## src/hdl/bwsg_pkg.sv

```systemverilog
`default_nettype none
// ----------------------------------------------------------------------------
// bwsg_pkg
// Widths, register indexes, shape codes, scale constants and the sine
// table entry function of the band-limited wave sample generator.
// ----------------------------------------------------------------------------
package bwsg_pkg;

  localparam int unsigned MAX_HARMONICS_DEF   = 4096;
  localparam int unsigned SINE_TABLE_SIZE_DEF = 1024;

  localparam int unsigned SAMPLE_INDEX_W = 16;
  localparam int unsigned WAVE_SAMPLE_W  = 24;
  localparam int unsigned SHAPE_W        = 2;
  localparam int unsigned PHASE_STEP_W   = 31;
  localparam int unsigned PHASE_W        = 32;
  localparam int unsigned SINE_W         = 32;
  localparam int unsigned SCALE_W        = 31;
  localparam int unsigned CFG_IDX_W      = 2;
  localparam int unsigned CFG_DATA_W     = 31;

  localparam logic [CFG_IDX_W-1:0] CFG_WAVE_SHAPE = 2'd0;
  localparam logic [CFG_IDX_W-1:0] CFG_PHASE_STEP = 2'd1;

  typedef enum logic [SHAPE_W-1:0] {
    SHAPE_SQUARE = 2'd0,
    SHAPE_SAW    = 2'd1,
    SHAPE_TRI    = 2'd2
  } shape_e;

  localparam logic [PHASE_STEP_W-1:0] PHASE_STEP_RST = 31'd3936710;

  localparam logic [SCALE_W-1:0] SCALE_SQUARE = 31'd1367130551;
  localparam logic [SCALE_W-1:0] SCALE_SAW    = 31'd683565276;
  localparam logic [SCALE_W-1:0] SCALE_TRI    = 31'd870342340;

  localparam logic [WAVE_SAMPLE_W-1:0] WAVE_POS_SAT = 24'h7F_FFFF;
  localparam logic [WAVE_SAMPLE_W-1:0] WAVE_NEG_SAT = 24'h80_0000;

  localparam logic [63:0]        HALF_PI_Q32 = 64'd6746518852;
  localparam logic signed [63:0] ONE_Q30     = 64'sd1073741824;

  // quarter-wave taylor series up to x^15, q30, products truncated
  function automatic logic signed [SINE_W-1:0] sine_q30(input logic [PHASE_W-1:0] p);
    logic [1:0]        quad;
    logic [63:0]       r;
    logic [63:0]       x;
    logic [63:0]       x2;
    logic [63:0]       term;
    logic signed [63:0] acc;
    quad = p[31:30];
    r    = {34'd0, p[29:0]};
    if (quad[0]) begin
      r = 64'h4000_0000 - r;
    end
    x    = (r * HALF_PI_Q32) >> 32;
    x2   = (x * x) >> 30;
    term = x;
    acc  = $signed(x);
    term = ((term * x2) >> 30) / 64'd6;
    acc  = acc - $signed(term);
    term = ((term * x2) >> 30) / 64'd20;
    acc  = acc + $signed(term);
    term = ((term * x2) >> 30) / 64'd42;
    acc  = acc - $signed(term);
    term = ((term * x2) >> 30) / 64'd72;
    acc  = acc + $signed(term);
    term = ((term * x2) >> 30) / 64'd110;
    acc  = acc - $signed(term);
    term = ((term * x2) >> 30) / 64'd156;
    acc  = acc + $signed(term);
    term = ((term * x2) >> 30) / 64'd210;
    acc  = acc - $signed(term);
    if (acc > ONE_Q30) begin
      acc = ONE_Q30;
    end
    if (acc < 0) begin
      acc = 64'sd0;
    end
    return quad[1] ? SINE_W'(-acc) : SINE_W'(acc);
  endfunction

endpackage
`default_nettype wire

```

## src/hdl/bwsg_divider.sv

```systemverilog
`default_nettype none
// ----------------------------------------------------------------------------
// bwsg_divider
// Restoring unsigned divider, one quotient bit per cycle.
// ----------------------------------------------------------------------------
module bwsg_divider import bwsg_pkg::*; #(
  parameter int unsigned DVD_W = SINE_W - 1,
  parameter int unsigned DVS_W = 26
) (
  input  logic             clk_i,
  input  logic             rst_ni,
  input  logic             start_i,
  input  logic [DVD_W-1:0] dividend_i,
  input  logic [DVS_W-1:0] divisor_i,
  output logic             done_o,
  output logic [DVD_W-1:0] quotient_o
);

  localparam int unsigned CNT_W = $clog2(DVD_W + 1);

  logic             busy_q;
  logic             done_q;
  logic [CNT_W-1:0] cnt_q;
  logic [DVS_W-1:0] rem_q;
  logic [DVD_W-1:0] quo_q;
  logic [DVS_W-1:0] dvs_q;

  logic [DVS_W:0]   shifted;
  logic [DVS_W:0]   diff;
  logic             fits;

  always_comb begin
    shifted = {rem_q, quo_q[DVD_W-1]};
    diff    = shifted - {1'b0, dvs_q};
    fits    = shifted >= {1'b0, dvs_q};
  end

  always_ff @(posedge clk_i or negedge rst_ni) begin
    if (!rst_ni) begin
      busy_q <= 1'b0;
      done_q <= 1'b0;
      cnt_q  <= '0;
    end else begin
      done_q <= 1'b0;
      if (start_i) begin
        busy_q <= 1'b1;
        cnt_q  <= '0;
      end else if (busy_q) begin
        cnt_q <= cnt_q + 1'b1;
        if (cnt_q == CNT_W'(DVD_W - 1)) begin
          busy_q <= 1'b0;
          done_q <= 1'b1;
        end
      end
    end
  end

  always_ff @(posedge clk_i) begin
    if (start_i) begin
      rem_q <= '0;
      quo_q <= dividend_i;
      dvs_q <= divisor_i;
    end else if (busy_q) begin
      rem_q <= fits ? diff[DVS_W-1:0] : shifted[DVS_W-1:0];
      quo_q <= {quo_q[DVD_W-2:0], fits};
    end
  end

  assign done_o     = done_q;
  assign quotient_o = quo_q;

endmodule
`default_nettype wire

```

## config.mk

```make
export PLATFORM = sky130hd
export DESIGN_NAME = bwsg_divider
export DESIGN_NICKNAME = d
export VERILOG_FILES = /design/src/hdl/bwsg_pkg.sv /design/src/hdl/bwsg_divider.sv
export SDC_FILE = /design/constraint.sdc
export NUM_CORES = 1
export LEC_CHECK = 0
export ABC_AREA = 1
export BUFFER_PORTS_ARGS = -buffer_cell sky130_fd_sc_hd__buf_2
export CELL_PAD_IN_SITES_DETAIL_PLACEMENT = 0
export CELL_PAD_IN_SITES_GLOBAL_PLACEMENT = 2
export CORE_ASPECT_RATIO = 1.2
export CORE_UTILIZATION = 27
export CTS_BUF_LIST = sky130_fd_sc_hd__clkbuf_8
export DETAILED_ROUTE_END_ITERATION = 7
export GPL_ROUTABILITY_DRIVEN = 0
export PLACE_DENSITY_LB_ADDON = 0.1
export SLEW_MARGIN = 20
export SYNTH_ARGS = -nofsm -noshare
export SYNTH_HDL_FRONTEND = slang
export SYNTH_SLANG_ARGS = --single-unit
```

## constraint.sdc

```tcl
create_clock -name clk_i -period 3 [get_ports clk_i]
set_clock_uncertainty 0.1 [all_clocks]
set_input_delay 0.15 -clock clk_i [delete_from_list [all_inputs] [get_ports clk_i]]
set_output_delay 0.15 -clock clk_i [all_outputs]
set_load 0.02 [all_outputs]
```

==> impl_results.md <==
- Io pins: 92
- Routed Antenna Nets: 0
- Worst-Margin Slew: between 0.9 and 1 ns
- Worst endpoint data arrival time: roughly 2.7 ns
- Yosys top cell area share: just under 30%
- Nets: 1055
- Routed wire length: 17.76 mm
- CP required: 3.19 ns
- Core ar.: 20970 um2
- Critical path's most frequent cell: nand2_1
- Post-DP HPWL: 13.41 mm
- Minimum clock period: between 2 and 2.5 ns
- CTS Hold Bufs: 60
- Pwr per Cell Area: about 660 nW/um2
- Initial antenna violation count: 0
- Total number of vias: about 5400
- Worst setup margin: just over 0.5 ns
- Longest Clk Path Bufs: 2
- Met3 usage: under 10%
- Post-CTS setup buffer count: 0
- Final period util: 82.73%
- Syn. warnings: 0
- Reg clk slew, reported paths: 0.11 ns
- Worst Hold Class: primary input to flop
- DRC Markers: 0
- CTS tree: built
- Syn_nets: 902
- Number of global-route vias before repair: 5717
- Die Wd: approximately 140 um
- Clk Latency, worst-skew pair: ~0.38 ns
- Critical Path Source Type: flop
- Worst VDD drop: 0.2248 mV
- Post-Place Worst Slack: ~0.48 ns
- Ant. Diodes: 0
- Post-synth top area cell: edfxtp_1
- CP top delay family: simple AND/OR/NAND/NOR gates
- Total die area: between 20000 and 25000 um2
- WP depth: 11
- Crit path max fanout: 27
- Vias/cell: 4.388
- Routing usage on met2: around 30%
- M1 GR Usage: between 20% and 30%
- Die height: about 160 um
- DRT iter0 DRCs: 200
- Pin count of the biggest net entering global routing: 45
- Critical path buffers and inverters: 1
- First-pass GRT wire length: approximately 29 mm
- Worst path cell trace: inv_1, ha_1, nand2_1, nor2_2, nand2_1, nor2_2, nand3_2, nand3_4, nand3_2, nand3_1, nand2_1
- FILL cells: about 2300
- Avg WL per Cell: 14.31 um
- Worst rel slew slack: approximately 33%
- Post-synth cell types: 31
- Accumulated negative setup slack: 0 ns
- Final setup vio count: 0
- Rows: 58
- Sequential area share after synthesis: around two fifths
- Port bufs: approximately 90
- Syn Area/Cell: slightly above 7 um2
- Status: completed
- Syn-to-layout area delta: 26.91%
- Hold Violations, Final: 0
- Starting density of the core: between 20% and 30%
- GRT Util Overall: approximately 17%
- Number of max-cap violations: 0
- Leakage power: between 3 and 4 nW
- Number of buffers created by CTS: 9
- Grt total ovfl: 0
- Layout cell share with drive strength beyond 1: 13.80%
- H-tree level count: 3
- Worst reg2reg path depth: 11
- Post-CTS Resized: 0
- Cell Area, Synth: slightly below 6000 um2
- Synth Register Bits: 90
- RSZ-0062 raised after global routing: no
- CP Class: flop to flop
- Hold path depth: 2
- Area contributors post-synth: edfxtp_1 30%, nand2_1 21%, inv_1 10%
- Worst setup EP type: flop
- Crit-path max cell delay: ~0.38 ns
- Slew Viols, Final: 0
- Final Util: 34.95%
- Sink Count: 90
- CTS root buffer: clkbuf_8
- Worst path slowest cell: ha_1
- Initial DRT Pass Iterations: 6
- Layer with the highest usage: met2
- Max Freq: just over 400 MHz
- Gate Count Post-Synth: ~800
==> final timing paths <==
check | start | end | slack [ns]
max | dvs_q[19]$_DFFE_PP_ | rem_q[23]$_SDFFE_PP0P_ | 0.52
min | start_i | done_o$_DFF_PN0_ | 0.12
max reg2reg | dvs_q[19]$_DFFE_PP_ | rem_q[23]$_SDFFE_PP0P_ | 0.52
min reg2reg | rem_q[18]$_SDFFE_PP0P_ | rem_q[18]$_SDFFE_PP0P_ | 0.38
max in group asynchronous | rst_ni | cnt_q[0]$_DFFE_PN0P_ | 1.40
min in group asynchronous | rst_ni | cnt_q[2]$_DFFE_PN0P_ | 0.53
==> cells by family after synthesis <==
| family | count (synthesis) | synth area share [%] |
|---|---|---|
| and+or+nand+nor | 469 | 34.86 |
| buffers and inverters | 180 | 12.07 |
| DFF | 90 | 41.68 |
| AOI/OAI and AO/OA | 32 | 3.011 |
| adders and majority gates | 29 | 6.413 |
| xor gates and xnor gates | 13 | 1.971 |
==> Yosys cell counts <==
cell,count
nand2_1,325
inv_1,160
edfxtp_1,57
nand3_1,56
nand4_1,33
nor2_1,33
ha_1,28
dfxtp_1,26
a21oi_1,14
xnor2_1,12
clkbuf_1,11
o21ai_0,10
dfrtp_1,7
nand3_2,7
o21ai_1,6
buf_2,5
nor2_2,4
buf_6,2
nand2_2,2
nand3b_1,2
nor3_1,2
nor3_2,2
a21oi_4,1
and2_1,1
buf_1,1
clkinv_1,1
fa_1,1
nand3_4,1
o31ai_1,1
or2_1,1
xor2_1,1
==> worst reg2reg max path, delay by kind of cell (launching register included) <==
kind	cells	cell delay (ns)
buf+inv	1	0.05
flops	1	0.35
fa+ha+maj	1	0.38
simple gates	9	1.52
==> area by class of cell <==
type | count | area (um2) | area share, %
Timing Repair Buffer | 161 | 1131 | 15.43
Clock buffer | 9 | 123.9 | 1.690
Clock inverter | 7 | 51.30 | 0.6999
Inverter | 161 | 604.3 | 8.245
Multi-Input combinational cell | 543 | 2674 | 36.48
Sequential cell | 90 | 2407 | 32.84
Tap cell | 270 | 337.8 | 4.609
==> metal layers <==
metal  vias to the layer above  share of wire (%)
li1                       2836                  -
met1                      2484                 47
met2                       105                 48
met3                        20                3.5
met4                         0                1.8
met5                         -                  0
==> placed cells by master, fill, tap and decap left out, drive strengths merged <==
cell and instances:
nor3 4, nand3b 2, o31ai 1, inv 164
edfxtp 57, nand3 64, nand2 327, clkinv 2
nand4 33, o21ai 16, dfrtp 7, fa 1
buf 101, or2 1, dfxtp 26, dlygate4sd3 60
clkinvlp 2, clkbuf 9, xor2 1, nor2 37
xnor2 12, ha 28, a21oi 15, and2 1
==> power by group <==
group	total, mW	leakage (nW)	switching, mW	internal (mW)
clock	0.832	0.0880	0.525	0.307
sequential	1.64	0.901	0.119	1.52
combinational	2.36	2.86	1.51	0.852
==> flip-flops by register name (all words and copies together) (netlist names) <==
register    cells
cnt_q           5
done_o          1
quotient_o     31
rem_q          26
busy_q          1
dvs_q          26
==> stage by stage <==
stage / std cells / cell area [um2] / total power [mW] / hold WS, ns
floorplan: 813 / 5776 / 3.357 / -0.2456
global placement: 1165 / 6554 / 4.020 / -0.1117
detailed placement: 1165 / 6554 / 4.014 / -0.1094
CTS: 1241 / 7330 / 4.952 / 0.09598
global route: 1241 / 7330 / 5.327 / 0.1337
finish: 1241 / 7330 / 4.839 / 0.1226
No activity file was read; power rests on OpenSTA's default activity.
